==> config.mk <==
export PLATFORM = sky130hd
export DESIGN_NAME = joystick_direction_key_mapper_flat
export DESIGN_NICKNAME = d
export VERILOG_FILES = /design/src/design/jdkm_pkg.sv /design/src/design/jdkm_ifs.sv /design/src/design/jdkm_cfg_regs.sv /design/src/design/jdkm_front.sv /design/src/design/jdkm_decide.sv /design/src/design/joystick_direction_key_mapper.sv /design/src/flat_wrapper.sv
export SDC_FILE = /design/constraint.sdc
export NUM_CORES = 2
export LEC_CHECK = 0
export BUFFER_PORTS_ARGS = -buffer_cell sky130_fd_sc_hd__clkbuf_2
export CAP_MARGIN = 25
export CORE_ASPECT_RATIO = 1.25
export CORE_UTILIZATION = 54
export DETAILED_ROUTE_END_ITERATION = 8
export PLACE_DENSITY = 0.69
export SYNTH_ARGS = -nofsm -noshare
export SYNTH_HDL_FRONTEND = slang
export SYNTH_SLANG_ARGS = --single-unit
==> constraint.sdc <==
create_clock -name clk -period 7.1 [get_ports clk]
set_input_delay 0.71 -clock clk [delete_from_list [all_inputs] [get_ports clk]]
set_output_delay 0.71 -clock clk [all_outputs]
set_load 0.005 [all_outputs]
==> src/design/jdkm_pkg.sv <==
// Shared widths, register codes, key codes and bundle types of the joystick key mapper.
package jdkm_pkg;

  // Coordinate and arithmetic widths
  localparam int COORD_W   = 16;
  localparam int DIFF_W    = COORD_W + 1;
  localparam int SQ_W      = 2 * COORD_W;
  localparam int THR_SQ_W  = 32;
  localparam int CMP_W     = (SQ_W + 2 > THR_SQ_W) ? SQ_W + 2 : THR_SQ_W;
  localparam int NUM_KEYS  = 16;
  localparam int CFG_IDX_W = 3;
  localparam int CFG_DAT_W = 16;

  // Register codes of the configuration port
  typedef enum logic [CFG_IDX_W-1:0] {
    REG_ENABLE     = 3'd0,
    REG_SEQUENCING = 3'd1,
    REG_DIAGONALS  = 3'd2,
    REG_STICKY     = 3'd3,
    REG_SHORT_THR  = 3'd4,
    REG_FAR_THR    = 3'd5,
    REG_SPEED_THR  = 3'd6
  } cfg_reg_t;

  // Squared threshold values after reset (8000, 24000 and 2000)
  localparam logic [THR_SQ_W-1:0] SHORT_SQ_RESET = 32'd64000000;
  localparam logic [THR_SQ_W-1:0] FAR_SQ_RESET   = 32'd576000000;
  localparam logic [THR_SQ_W-1:0] SPEED_SQ_RESET = 32'd4000000;

  // Direction key numbers; up means positive y, right means positive x
  typedef logic [3:0] key_idx_t;
  localparam key_idx_t KEY_UP             = 4'd0;
  localparam key_idx_t KEY_UP_RIGHT       = 4'd1;
  localparam key_idx_t KEY_RIGHT          = 4'd2;
  localparam key_idx_t KEY_DOWN_RIGHT     = 4'd3;
  localparam key_idx_t KEY_DOWN           = 4'd4;
  localparam key_idx_t KEY_DOWN_LEFT      = 4'd5;
  localparam key_idx_t KEY_LEFT           = 4'd6;
  localparam key_idx_t KEY_UP_LEFT        = 4'd7;
  localparam key_idx_t KEY_FAR_UP         = 4'd8;
  localparam key_idx_t KEY_FAR_UP_RIGHT   = 4'd9;
  localparam key_idx_t KEY_FAR_RIGHT      = 4'd10;
  localparam key_idx_t KEY_FAR_DOWN_RIGHT = 4'd11;
  localparam key_idx_t KEY_FAR_DOWN       = 4'd12;
  localparam key_idx_t KEY_FAR_DOWN_LEFT  = 4'd13;
  localparam key_idx_t KEY_FAR_LEFT       = 4'd14;
  localparam key_idx_t KEY_FAR_UP_LEFT    = 4'd15;

  // Current configuration as seen by the datapath
  typedef struct packed {
    logic                enable;
    logic                sequencing;
    logic                diagonals;
    logic                sticky_button;
    logic [THR_SQ_W-1:0] short_sq;
    logic [THR_SQ_W-1:0] far_sq;
    logic [THR_SQ_W-1:0] speed_sq;
  } cfg_t;

  // Squares and sign flags of one request, handed to the decision stage
  typedef struct packed {
    logic            vld;
    logic [SQ_W-1:0] x_sq;
    logic [SQ_W-1:0] y_sq;
    logic [SQ_W-1:0] dx_sq;
    logic [SQ_W-1:0] dy_sq;
    logic            x_nz;
    logic            x_neg;
    logic            y_nz;
    logic            y_neg;
    logic            button;
  } sq_item_t;

endpackage

==> src/design/jdkm_ifs.sv <==
// Handshake interfaces of the sample, result and configuration channels.
interface jdkm_in_if;
  import jdkm_pkg::*;
  logic                      valid;
  logic                      ready;
  logic signed [COORD_W-1:0] pos_x;
  logic signed [COORD_W-1:0] pos_y;
  logic                      button;
  modport source (output valid, output pos_x, output pos_y, output button, input ready);
  modport sink   (input valid, input pos_x, input pos_y, input button, output ready);
endinterface

interface jdkm_out_if;
  import jdkm_pkg::*;
  logic                valid;
  logic                ready;
  logic [NUM_KEYS-1:0] direction_keys;
  logic                button_event;
  logic                button_key;
  modport source (output valid, output direction_keys, output button_event,
                  output button_key, input ready);
  modport sink   (input valid, input direction_keys, input button_event,
                  input button_key, output ready);
endinterface

interface jdkm_cfg_if;
  import jdkm_pkg::*;
  logic                 valid;
  logic                 ready;
  logic [CFG_IDX_W-1:0] index;
  logic [CFG_DAT_W-1:0] wdata;
  modport source (output valid, output index, output wdata, input ready);
  modport sink   (input valid, input index, input wdata, output ready);
endinterface

==> src/design/jdkm_cfg_regs.sv <==
// Configuration registers; thresholds are kept squared, squared when written.
module jdkm_cfg_regs (
  input  logic            clk,
  input  logic            rst_n,
  jdkm_cfg_if.sink        cfg_ch,
  output jdkm_pkg::cfg_t  cfg
);
  import jdkm_pkg::*;

  logic                enable_r, sequencing_r, diagonals_r, sticky_r;
  logic [THR_SQ_W-1:0] short_sq_r, far_sq_r, speed_sq_r;
  logic [14:0]         thr15;
  logic [15:0]         thr16;
  logic [THR_SQ_W-1:0] thr15_sq, thr16_sq;

  // Always take writes
  assign cfg_ch.ready = 1'b1;

  // Square the written threshold
  assign thr15    = cfg_ch.wdata[14:0];
  assign thr16    = cfg_ch.wdata[15:0];
  assign thr15_sq = THR_SQ_W'(thr15) * THR_SQ_W'(thr15);
  assign thr16_sq = THR_SQ_W'(thr16) * THR_SQ_W'(thr16);

  // Hold register contents, update on a write request
  always_ff @(posedge clk) begin
    if (!rst_n) begin
      enable_r     <= 1'b1;
      sequencing_r <= 1'b0;
      diagonals_r  <= 1'b0;
      sticky_r     <= 1'b0;
      short_sq_r   <= SHORT_SQ_RESET;
      far_sq_r     <= FAR_SQ_RESET;
      speed_sq_r   <= SPEED_SQ_RESET;
    end else if (cfg_ch.valid) begin
      unique case (cfg_reg_t'(cfg_ch.index))
        REG_ENABLE:     enable_r     <= cfg_ch.wdata[0];
        REG_SEQUENCING: sequencing_r <= cfg_ch.wdata[0];
        REG_DIAGONALS:  diagonals_r  <= cfg_ch.wdata[0];
        REG_STICKY:     sticky_r     <= cfg_ch.wdata[0];
        REG_SHORT_THR:  short_sq_r   <= thr15_sq;
        REG_FAR_THR:    far_sq_r     <= thr15_sq;
        REG_SPEED_THR:  speed_sq_r   <= thr16_sq;
        default: ;
      endcase
    end
  end

  assign cfg.enable        = enable_r;
  assign cfg.sequencing    = sequencing_r;
  assign cfg.diagonals     = diagonals_r;
  assign cfg.sticky_button = sticky_r;
  assign cfg.short_sq      = short_sq_r;
  assign cfg.far_sq        = far_sq_r;
  assign cfg.speed_sq      = speed_sq_r;

endmodule

==> src/design/jdkm_front.sv <==
// Input register with travel deltas, then the registered squares stage.
module jdkm_front (
  input  logic                           clk,
  input  logic                           rst_n,
  input  logic                           advance,
  input  logic                           enable,
  input  logic                           in_valid,
  input  logic signed [jdkm_pkg::COORD_W-1:0] pos_x,
  input  logic signed [jdkm_pkg::COORD_W-1:0] pos_y,
  input  logic                           button,
  output jdkm_pkg::sq_item_t             sq_o
);
  import jdkm_pkg::*;

  logic                      accept;
  logic signed [COORD_W-1:0] prev_x_r, prev_y_r;
  logic signed [DIFF_W-1:0]  dx_nxt, dy_nxt;
  logic                      s1_vld_r;
  logic signed [COORD_W-1:0] x1_r, y1_r;
  logic signed [DIFF_W-1:0]  dx1_r, dy1_r;
  logic                      btn1_r;
  logic signed [2*COORD_W-1:0] x_prod, y_prod;
  logic signed [2*DIFF_W-1:0]  dx_prod, dy_prod;
  sq_item_t                  sq_nxt, sq_r;

  assign accept = in_valid && advance;

  // Travel since the previous sample
  assign dx_nxt = DIFF_W'(pos_x) - DIFF_W'(prev_x_r);
  assign dy_nxt = DIFF_W'(pos_y) - DIFF_W'(prev_y_r);

  // Record every accepted sample; only enabled ones go on
  always_ff @(posedge clk) begin
    if (!rst_n) begin
      prev_x_r <= '0;
      prev_y_r <= '0;
      s1_vld_r <= 1'b0;
    end else begin
      if (accept) begin
        prev_x_r <= pos_x;
        prev_y_r <= pos_y;
      end
      if (advance) begin
        s1_vld_r <= accept && enable;
      end
    end
  end

  always_ff @(posedge clk) begin
    if (accept) begin
      x1_r   <= pos_x;
      y1_r   <= pos_y;
      dx1_r  <= dx_nxt;
      dy1_r  <= dy_nxt;
      btn1_r <= button;
    end
  end

  // Square position and travel
  assign x_prod  = x1_r * x1_r;
  assign y_prod  = y1_r * y1_r;
  assign dx_prod = dx1_r * dx1_r;
  assign dy_prod = dy1_r * dy1_r;

  always_comb begin
    sq_nxt        = sq_r;
    sq_nxt.vld    = s1_vld_r;
    sq_nxt.x_sq   = x_prod[SQ_W-1:0];
    sq_nxt.y_sq   = y_prod[SQ_W-1:0];
    sq_nxt.dx_sq  = dx_prod[SQ_W-1:0];
    sq_nxt.dy_sq  = dy_prod[SQ_W-1:0];
    sq_nxt.x_nz   = (x1_r != '0);
    sq_nxt.x_neg  = x1_r[COORD_W-1];
    sq_nxt.y_nz   = (y1_r != '0);
    sq_nxt.y_neg  = y1_r[COORD_W-1];
    sq_nxt.button = btn1_r;
  end

  // Advance the squares stage
  always_ff @(posedge clk) begin
    if (!rst_n) begin
      sq_r.vld <= 1'b0;
    end else if (advance) begin
      sq_r <= sq_nxt;
    end
  end

  assign sq_o = sq_r;

endmodule

==> src/design/jdkm_decide.sv <==
// Speed gate, radius stage, direction keys, button handling and result register.
module jdkm_decide (
  input  logic                          clk,
  input  logic                          rst_n,
  input  logic                          advance,
  input  jdkm_pkg::cfg_t                cfg,
  input  jdkm_pkg::sq_item_t            sq,
  output logic                          out_valid,
  output logic [jdkm_pkg::NUM_KEYS-1:0] direction_keys,
  output logic                          button_event,
  output logic                          button_key
);
  import jdkm_pkg::*;

  logic [CMP_W-1:0]    travel_sq, r_sq, x3_sq, y3_sq;
  logic                too_fast, below_short, below_far, active, origin;
  logic                h_on, v_on, far_key;
  logic                make_result;
  logic [NUM_KEYS-1:0] mask_keys, onehot_keys, keys_nxt;
  key_idx_t            h_idx, act_idx;
  logic                act_vld;
  logic                ev_nxt, bk_nxt, prev_btn_nxt, toggle_nxt;
  logic                out_valid_r, ev_r, bk_r, prev_btn_r, toggle_r;
  logic [NUM_KEYS-1:0] keys_r;

  // Speed gate and radius compares
  assign travel_sq   = CMP_W'(sq.dx_sq) + CMP_W'(sq.dy_sq);
  assign too_fast    = travel_sq > CMP_W'(cfg.speed_sq);
  assign r_sq        = CMP_W'(sq.x_sq) + CMP_W'(sq.y_sq);
  assign below_short = r_sq < CMP_W'(cfg.short_sq);
  assign below_far   = r_sq < CMP_W'(cfg.far_sq);
  assign active      = !below_short;
  assign far_key     = cfg.sequencing && !below_far;

  // Sector tests: 3*a^2 >= b^2
  assign x3_sq  = (CMP_W'(sq.x_sq) << 1) + CMP_W'(sq.x_sq);
  assign y3_sq  = (CMP_W'(sq.y_sq) << 1) + CMP_W'(sq.y_sq);
  assign origin = !sq.x_nz && !sq.y_nz;
  assign v_on   = active && sq.y_nz && (y3_sq >= CMP_W'(sq.x_sq));
  assign h_on   = active && (origin || (sq.x_nz && (x3_sq >= CMP_W'(sq.y_sq))));

  // Horizontal key; the origin points right since its sign bit is clear
  always_comb begin
    if (sq.x_neg) begin
      h_idx = far_key ? KEY_FAR_LEFT : KEY_LEFT;
    end else begin
      h_idx = far_key ? KEY_FAR_RIGHT : KEY_RIGHT;
    end
  end

  // Combinable mask: one horizontal and one vertical key
  always_comb begin
    mask_keys = '0;
    if (h_on) begin
      mask_keys[h_idx] = 1'b1;
    end
    if (v_on) begin
      if (sq.y_neg) begin
        mask_keys[far_key ? KEY_FAR_DOWN : KEY_DOWN] = 1'b1;
      end else begin
        mask_keys[far_key ? KEY_FAR_UP : KEY_UP] = 1'b1;
      end
    end
  end

  // One-hot action: vertical folds into the horizontal key
  always_comb begin
    act_vld = h_on;
    act_idx = h_idx;
    if (v_on) begin
      act_vld = 1'b1;
      if (!sq.y_neg) begin
        if (far_key) begin
          act_idx = !h_on ? KEY_FAR_UP
                  : (h_idx == KEY_FAR_RIGHT) ? KEY_FAR_UP_RIGHT
                  : (h_idx == KEY_FAR_LEFT) ? KEY_FAR_UP_LEFT : KEY_FAR_UP;
        end else begin
          act_idx = !h_on ? KEY_UP
                  : (h_idx == KEY_RIGHT) ? KEY_UP_RIGHT
                  : (h_idx == KEY_LEFT) ? KEY_UP_LEFT : KEY_UP;
        end
      end else begin
        if (far_key) begin
          act_idx = !h_on ? KEY_FAR_DOWN
                  : (h_idx == KEY_FAR_RIGHT) ? KEY_FAR_DOWN_RIGHT
                  : (h_idx == KEY_FAR_LEFT) ? KEY_FAR_DOWN_LEFT : KEY_FAR_DOWN;
        end else begin
          act_idx = !h_on ? KEY_DOWN
                  : (h_idx == KEY_RIGHT) ? KEY_DOWN_RIGHT
                  : (h_idx == KEY_LEFT) ? KEY_DOWN_LEFT : KEY_DOWN;
        end
      end
    end
    onehot_keys = act_vld ? (NUM_KEYS'(1) << act_idx) : '0;
  end

  assign keys_nxt    = cfg.diagonals ? mask_keys : onehot_keys;
  assign make_result = sq.vld && !too_fast;

  // Button edge handling, normal or sticky toggle
  always_comb begin
    ev_nxt       = 1'b0;
    bk_nxt       = 1'b0;
    prev_btn_nxt = prev_btn_r;
    toggle_nxt   = toggle_r;
    if (make_result && (prev_btn_r != sq.button)) begin
      prev_btn_nxt = sq.button;
      if (!cfg.sticky_button) begin
        ev_nxt = 1'b1;
        bk_nxt = sq.button;
      end else if (sq.button) begin
        toggle_nxt = !toggle_r;
        ev_nxt     = 1'b1;
        bk_nxt     = !toggle_r;
      end
    end
  end

  // Hold button state and result valid
  always_ff @(posedge clk) begin
    if (!rst_n) begin
      out_valid_r <= 1'b0;
      prev_btn_r  <= 1'b0;
      toggle_r    <= 1'b0;
    end else if (advance) begin
      out_valid_r <= make_result;
      prev_btn_r  <= prev_btn_nxt;
      toggle_r    <= toggle_nxt;
    end
  end

  always_ff @(posedge clk) begin
    if (advance) begin
      keys_r <= keys_nxt;
      ev_r   <= ev_nxt;
      bk_r   <= bk_nxt;
    end
  end

  assign out_valid      = out_valid_r;
  assign direction_keys = keys_r;
  assign button_event   = ev_r;
  assign button_key     = bk_r;

  // One-hot mode never presses two keys
  a_onehot_keys: assert property (@(posedge clk) disable iff (!rst_n)
    out_valid_r && !cfg.diagonals |-> $onehot0(keys_r))
    else $error("one-hot mode produced several keys");

  // Key state is only set together with a button event
  a_key_needs_event: assert property (@(posedge clk) disable iff (!rst_n)
    out_valid_r && !ev_r |-> !bk_r)
    else $error("button key set without event");

  // No result without a request in the squares stage
  a_no_phantom: assert property (@(posedge clk) disable iff (!rst_n)
    advance && !sq.vld |=> !out_valid_r)
    else $error("result without request");

  // Toggle flips only on a sticky press
  a_toggle_cause: assert property (@(posedge clk) disable iff (!rst_n)
    $past(rst_n) && !$stable(toggle_r) |->
      $past(cfg.sticky_button && make_result && advance))
    else $error("toggle changed without sticky press");

  // Sticky events report the toggle state
  a_sticky_report: assert property (@(posedge clk) disable iff (!rst_n)
    out_valid_r && ev_r && cfg.sticky_button |-> bk_r == toggle_r)
    else $error("sticky event does not match toggle");

endmodule

==> src/design/joystick_direction_key_mapper.sv <==
// Top level of the joystick direction key mapper.
// Takes one joystick sample per clock and turns it into direction key and button
// key states. An accepted sample is taken into an input register (position and travel
// deltas), moves on to a squares register, and then to the result register behind the
// compares and key mapping, where its result is valid. Throughput is one sample per
// cycle; the whole pipe stalls only while a finished result waits on out_ch.ready,
// and in_ch.ready follows that. Samples taken while disabled, and
// samples that moved farther than the speed threshold, update the stored position
// but give no result. Configuration writes are taken in any cycle and should only be
// made while no sample is in flight; there is no start-up pass after reset.
module joystick_direction_key_mapper (
  input  logic        clk,
  input  logic        rst_n,
  jdkm_in_if.sink     in_ch,
  jdkm_out_if.source  out_ch,
  jdkm_cfg_if.sink    cfg_ch
);
  import jdkm_pkg::*;

  cfg_t     cfg;
  sq_item_t sq;
  logic     advance;
  logic     out_valid;

  // Move the pipe when the result register is free or being taken
  assign advance     = !out_valid || out_ch.ready;
  assign in_ch.ready = advance;

  jdkm_cfg_regs u_cfg (
    .clk    (clk),
    .rst_n  (rst_n),
    .cfg_ch (cfg_ch),
    .cfg    (cfg)
  );

  jdkm_front u_front (
    .clk      (clk),
    .rst_n    (rst_n),
    .advance  (advance),
    .enable   (cfg.enable),
    .in_valid (in_ch.valid),
    .pos_x    (in_ch.pos_x),
    .pos_y    (in_ch.pos_y),
    .button   (in_ch.button),
    .sq_o     (sq)
  );

  jdkm_decide u_decide (
    .clk            (clk),
    .rst_n          (rst_n),
    .advance        (advance),
    .cfg            (cfg),
    .sq             (sq),
    .out_valid      (out_valid),
    .direction_keys (out_ch.direction_keys),
    .button_event   (out_ch.button_event),
    .button_key     (out_ch.button_key)
  );

  assign out_ch.valid = out_valid;

endmodule
==> src/flat_wrapper.sv <==
// flat-port wrapper written by rule: the top's interface ports become plain ports
module joystick_direction_key_mapper_flat import jdkm_pkg::*;
  (clk, rst_n, in_ch_valid, in_ch_pos_x, in_ch_pos_y, in_ch_button, in_ch_ready, out_ch_valid, out_ch_direction_keys, out_ch_button_event, out_ch_button_key, out_ch_ready, cfg_ch_valid, cfg_ch_index, cfg_ch_wdata, cfg_ch_ready);
  jdkm_in_if in_ch_i ();
  jdkm_out_if out_ch_i ();
  jdkm_cfg_if cfg_ch_i ();
  input  logic clk;
  input  logic rst_n;
  input wire logic [$bits(in_ch_i.valid)-1:0] in_ch_valid;
  input wire logic [$bits(in_ch_i.pos_x)-1:0] in_ch_pos_x;
  input wire logic [$bits(in_ch_i.pos_y)-1:0] in_ch_pos_y;
  input wire logic [$bits(in_ch_i.button)-1:0] in_ch_button;
  output wire logic [$bits(in_ch_i.ready)-1:0] in_ch_ready;
  output wire logic [$bits(out_ch_i.valid)-1:0] out_ch_valid;
  output wire logic [$bits(out_ch_i.direction_keys)-1:0] out_ch_direction_keys;
  output wire logic [$bits(out_ch_i.button_event)-1:0] out_ch_button_event;
  output wire logic [$bits(out_ch_i.button_key)-1:0] out_ch_button_key;
  input wire logic [$bits(out_ch_i.ready)-1:0] out_ch_ready;
  input wire logic [$bits(cfg_ch_i.valid)-1:0] cfg_ch_valid;
  input wire logic [$bits(cfg_ch_i.index)-1:0] cfg_ch_index;
  input wire logic [$bits(cfg_ch_i.wdata)-1:0] cfg_ch_wdata;
  output wire logic [$bits(cfg_ch_i.ready)-1:0] cfg_ch_ready;
  assign in_ch_i.valid = in_ch_valid;
  assign in_ch_i.pos_x = in_ch_pos_x;
  assign in_ch_i.pos_y = in_ch_pos_y;
  assign in_ch_i.button = in_ch_button;
  assign in_ch_ready = in_ch_i.ready;
  assign out_ch_valid = out_ch_i.valid;
  assign out_ch_direction_keys = out_ch_i.direction_keys;
  assign out_ch_button_event = out_ch_i.button_event;
  assign out_ch_button_key = out_ch_i.button_key;
  assign out_ch_i.ready = out_ch_ready;
  assign cfg_ch_i.valid = cfg_ch_valid;
  assign cfg_ch_i.index = cfg_ch_index;
  assign cfg_ch_i.wdata = cfg_ch_wdata;
  assign cfg_ch_ready = cfg_ch_i.ready;
  joystick_direction_key_mapper u_core (.clk(clk), .rst_n(rst_n), .in_ch(in_ch_i), .out_ch(out_ch_i), .cfg_ch(cfg_ch_i));
endmodule
* Yosys cells after proc, flatten, opt, wreduce, memory -nomap -nowiden *
Index checks and enable logic that the tools add are counted.

cells by class
  order comparisons = 11
  reduce and logical (&&, ||, !) cells = 35
  $add $sub $neg = 6
  bitwise gates (word level) = 2
  multiply operators = 6
  multiplexer cells = 37
  shifts and indexed selects = 1
  equality and inequality tests = 11

operator list
  kind                    number
  $mul A16 B16 Y32        3
  $mux W16                5
  $add A33 B32 Y34        2
  $ge A34 B32 Y1          2
  $add A32 B32 Y33        2
  $lt A33 B30 Y1          2
  $mul A17 B17 Y32        2
  $mux W4                 9
  $gt A34 B32 Y1          1
  $sub A16 B16 Y17        2
  $or A16 B16 Y16         2
  $reduce_bool A16 Y1     2
  $mul A15 B15 Y30        1
  $mux W3                 10
  $reduce_and A2 Y1       9
  $shl A1 B4 Y16 const A  1
  $lt A4 B5 Y1 const B    3
  $logic_and A1 B1 Y1     13
  $demux W1 S4            3
  $ge A4 B1 Y1 const B    3
  $mux W1                 10
  $eq A3 B3 Y1 const B    3
  $eq A4 B4 Y1 const B    2
  $logic_not A1 Y1        7
  other kinds (8)         10

word-level totals
  word-level logic and storage cells = 140
  register bits = 351
  output and inout port bits = 21
  input port bits = 57

* Longest topological paths before layout *
  depth in word-level cells = 16
  depth in mapped cells = 27
  gate-level depth less buffers = 25

* Hierarchy *
Synthesis repeated with hierarchy kept, for this count alone.

second synthesis, totals
  cell total of the unflattened synthesis = 7,916
  area, all modules = 72,822.3 µm²

modules (own cells, without submodules)
  module                         instances  area an instance (µm²)  cells an instance  sequential area each (µm²)
  jdkm_front                     1          45,312.2                4,586              6,566.3
  jdkm_cfg_regs                  1          16,523.3                1,893              1,861.8
  jdkm_decide                    1          10,980.5                1,436              600.6
  joystick_direction_key_mapper  1          6.3                     1                  0.0

* Worst setup path after synthesis *
No wires, ideal clock.

  kind = in2reg
  from = in rst_n
  to = reg u_core.u_front.sq_r (netlist bit u_core.u_front.sq_o[0]), enable pin
  library setup time = 619 ps
  path buffers = 1
  stages on the path = 3
  path slack = 136 ps
  data arrival time = 6,345 ps
  required time = 6,481 ps
  cells stage by stage = inv_2 clkbuf_1 nor2_1

between the ends
  longest elaborated chain between the ends = 1

ends and longest elaborated chain
  item                                line               RTL
  start, declared                     flat_wrapper.sv:8  input logic rst_n;
  $reduce_and A2 Y1 (no source line)  -
  end signal, assigned                jdkm_front.sv:84   sq_r <= sq_nxt;
  end, declared                       jdkm_front.sv:24   sq_item_t sq_nxt, sq_r;

No other way between the ends.
A chain may end at the register's enable or synchronous reset.

==> flow_metrics.tcl <==
set metrics [dict create \
    outcome "completed" \
    vias 49700 \
    worstPathCellList "inv_1 > nor2_1 > fa_1 > inv_1 > fa_1 > fa_1 > inv_1 > fa_1 > inv_1 > fa_1 > inv_1 > fa_1 > ha_1 > and3_1 > a221o_1 > o2bb2ai_1 > a31o_2 > o211ai_1 > a21o_1 > nor3_1 > a311o_1" \
    maxSlewHeadroom_pct 31.1 \
    fin_crit_sh_pct 96.5 \
    via_per_inst 5.34 \
    crit_start "u_core.u_front.x1_r[4]" \
    die_area_sq_um 131000 \
    coreArea_sq_um 129000 \
    hpwl_mm 141 \
    area_growth_pct 6.25 \
    critPathCaptureType "flop" \
    rows 147 \
    path_common_cell "fa_1" \
    fin_crit_ps 6850 \
    wirelength_mm 163 \
    ff2ff_setup_slack_ps 250 \
    htreeDepth 2 \
    synth_flop_cell "edfxtp_1" \
    grt_first_pass_wirelength_mm 270 \
    synth_top_family_by_area "adder cells" \
    ys_types 85 \
    grt_pass1_vias 54100 \
    die_width_um 324 \
    clock-root-buffer "clkbuf_16" \
    synth_edf_count 214 \
    critPathMaxStageDelay_ps 600 \
    grt-ovfl-total 0 \
    cts_hold_buf 0 \
    antenna_found_initial 4 \
    cp_max_fo 9 \
    hold_viol 0 \
    cp_num_cells 21 \
    rsz0062_at_grt "no" \
    synth_top_area_share_pct 36.7 \
    synth_mux_area_share_pct 0.168 \
    syn_area_sq_um 70000 \
    min_path_type "in -> reg" \
    skew_ps 38.0 \
    synthTopCellsByCount "inv_1, fa_1, ha_1, nand2_1, a21oi_1" \
    async_reset_ff_share_pct 0 \
    clockBufferDepth 3 \
    min_from "in_ch_button" \
    numCtsBuffers 40 \
    critPathLaunchType "flop" \
    r2r-end "u_core.u_front.sq_o[130]" \
    drive_gt1_share_pct 4.27 \
    yosys.area.top_type "fa_1" \
    clk_latency_ps 600 \
    fin_tns_setup_ps 0 \
    grt_max_degree 62 \
    synth.area.top_cells "fa_1, ha_1, inv_1" \
    layout.nets 9730 \
    drc 0 \
    avgSynthCellArea_sq_um 9.39 \
    seq_area_frac_synth_pct 12.9 \
    endpoint "u_core.u_front.sq_o[130]" \
    nFillCells 11300 \
    die_h_um 405 \
    track_usage_pct 26.1 \
    path_buf_inv 5 \
    wire_per_inst_um 17.5 \
    yosys.area_share.adder_pct 51.6 \
    clkSinkCount 344 \
    reg2regPathDepth 21 \
    synth_compound_area_share_pct 8.85 \
    synth_xor_area_share_pct 4.17 \
    path_delay_family "adder cells" \
    path_clk_slew_ps 70 \
    first_iter_violations 2554 \
    ant_nets 0 \
    critical-path-slowest-cell "edfxtp_1" \
    ys_seq_elements 344 \
    start_util_pct 54.5 \
    critical_path_arrival_ps 7180 \
    synthSimpleGateAreaFrac_pct 11.3 \
    maxCapViolations 0 \
    setup_viol 0 \
    worstPathRequired_ps 7430 \
    syn-instance-count 7454 \
    r2r-start "u_core.u_front.x1_r[4]" \
    first_pass_iters 5 \
    yosysMostFrequentCell "inv_1" \
    slew_viol_final 0 \
    fmax_mhz 146 \
    critPathKind "reg -> reg" \
    tightestPinTransition_ps 1030 \
    io_pins 78 \
    gp_congestion 0.932 \
    port_buffers 76 \
    ys_warn_count 0 \
    cts_tree "yes" \
]
## through the flow
step                      utilization, %  hold slack (ps)  area [sq um]  cells  setup WS (ps)
after global placement              56.8              439         73000   9221           27.0
after global routing                57.9              292         74400   9302           22.1
after detailed placement            56.8              425         73000   9222           13.0
after CTS                           57.8              277         74300   9296            117
final                               57.9              308         74400   9302            249
after floorplan                        -              400         70000   7455            136
## worst min path at each step
stage               slack, ps  cells past startpoint                       to
finish                    310                      1    u_core.u_front.btn1_r
global route              290                      1    u_core.u_front.btn1_r
CTS                       280                      1    u_core.u_front.btn1_r
detailed placement        420                      0   u_core.u_front.sq_o[0]
global placement          440                      2  u_core.u_front.s1_vld_r
floorplan                 400                      0   u_core.u_front.sq_o[0]
## metal layers
layer,vias up,wire (um),track usage [%]
met5,-,0,0
met4,0,7560,10.5
met3,329,5510,1.84
met2,999,86400,48.3
met1,25000,63300,31.1
li1,23400,-,-
## final cells by class
| cell class | instances | area, sq um | share of cell area (%) |
|---|---|---|---|
| Clock buffer | 47 | 1060 | 1.42 |
| Antenna cell | 2 | 5.00 | 0.00673 |
| Inverter | 1885 | 7080 | 9.52 |
| Timing Repair Buffer | 214 | 1420 | 1.91 |
| Multi-Input combinational cell | 5070 | 53300 | 71.7 |
| Tap cell | 1713 | 2140 | 2.88 |
| Clock inverter | 27 | 304 | 0.409 |
| Sequential cell | 344 | 9030 | 12.1 |
## layout by cell type, fill, tap and decap left out, types with 17 or more instances in the layout
| cell type | count |
|---|---|
| nor2_1 | 294 |
| o21a_1 | 57 |
| ha_1 | 834 |
| a211oi_1 | 34 |
| inv_1 | 1880 |
| xor2_1 | 96 |
| fa_1 | 1284 |
| nand4_1 | 40 |
| a21o_1 | 137 |
| o21bai_1 | 40 |
| o21ai_0 | 141 |
| or3_1 | 22 |
| a31oi_1 | 25 |
| a21oi_1 | 314 |
| and2_1 | 287 |
| xnor2_1 | 237 |
| and3_1 | 41 |
| buf_4 | 137 |
| nand2_1 | 615 |
| clkbuf_2 | 76 |
| dfxtp_1 | 130 |
| nand2b_1 | 73 |
| nor3_1 | 91 |
| nand3_1 | 64 |
| o31ai_1 | 17 |
| o211ai_1 | 34 |
| nor2b_1 | 61 |
| nor4_1 | 22 |
| clkbuf_16 | 41 |
| edfxtp_1 | 214 |
## flip-flops by register name, indices dropped and copies added (netlist names)
register	cells
u_core.u_front.dx1_r	17
u_core.u_front.btn1_r	1
u_core.u_decide.button_event	1
u_core.u_front.y1_r	16
u_core.u_cfg.short_sq_r	29
u_core.u_front.prev_y_r	16
u_core.u_cfg.diagonals_r	1
u_core.u_cfg.far_sq_r	29
u_core.u_cfg.sticky_r	1
u_core.u_decide.prev_btn_r	1
u_core.u_cfg.sequencing_r	1
u_core.u_cfg.speed_sq_r	31
u_core.u_decide.direction_keys	16
u_core.u_decide.toggle_r	1
u_core.u_decide.button_key	1
u_core.u_front.x1_r	16
u_core.u_front.prev_x_r	16
u_core.u_cfg.enable_r	1
u_core.u_front.sq_o	130
u_core.u_front.dy1_r	17
u_core.u_decide.out_valid	1
u_core.u_front.s1_vld_r	1
## logic make-up (layout without fill, tap and decap cells)
kind of cell / after synthesis / in the layout
mux: 11 / 11
simple gates: 1656 / 1656
fa+ha+maj: 2118 / 2118
other cells: 2 / 5
compound gates: 949 / 949
xor+xnor: 333 / 333
buf+inv: 2041 / 2173
flops: 344 / 344
## timing repair
item	CTS	global route
resized for setup	0	4
setup buffers	0	4
setup endpoints to repair	0	6
## worst register-to-register path, cell delays in order, from the launching register on
cell,delay (ps)
edfxtp_1,600
inv_1,380
nor2_1,190
fa_1,520
inv_1,50
fa_1,400
fa_1,570
inv_1,70
fa_1,530
inv_1,50
fa_1,490
inv_1,50
fa_1,380
ha_1,370
and3_1,230
a221o_1,430
o2bb2ai_1,170
a31o_2,260
o211ai_1,310
a21o_1,190
nor3_1,50
a311o_1,330
Power is left out: the tool's default activity adds up to more than one toggle a clock period on the data nets, which glitch-free logic cannot reach.
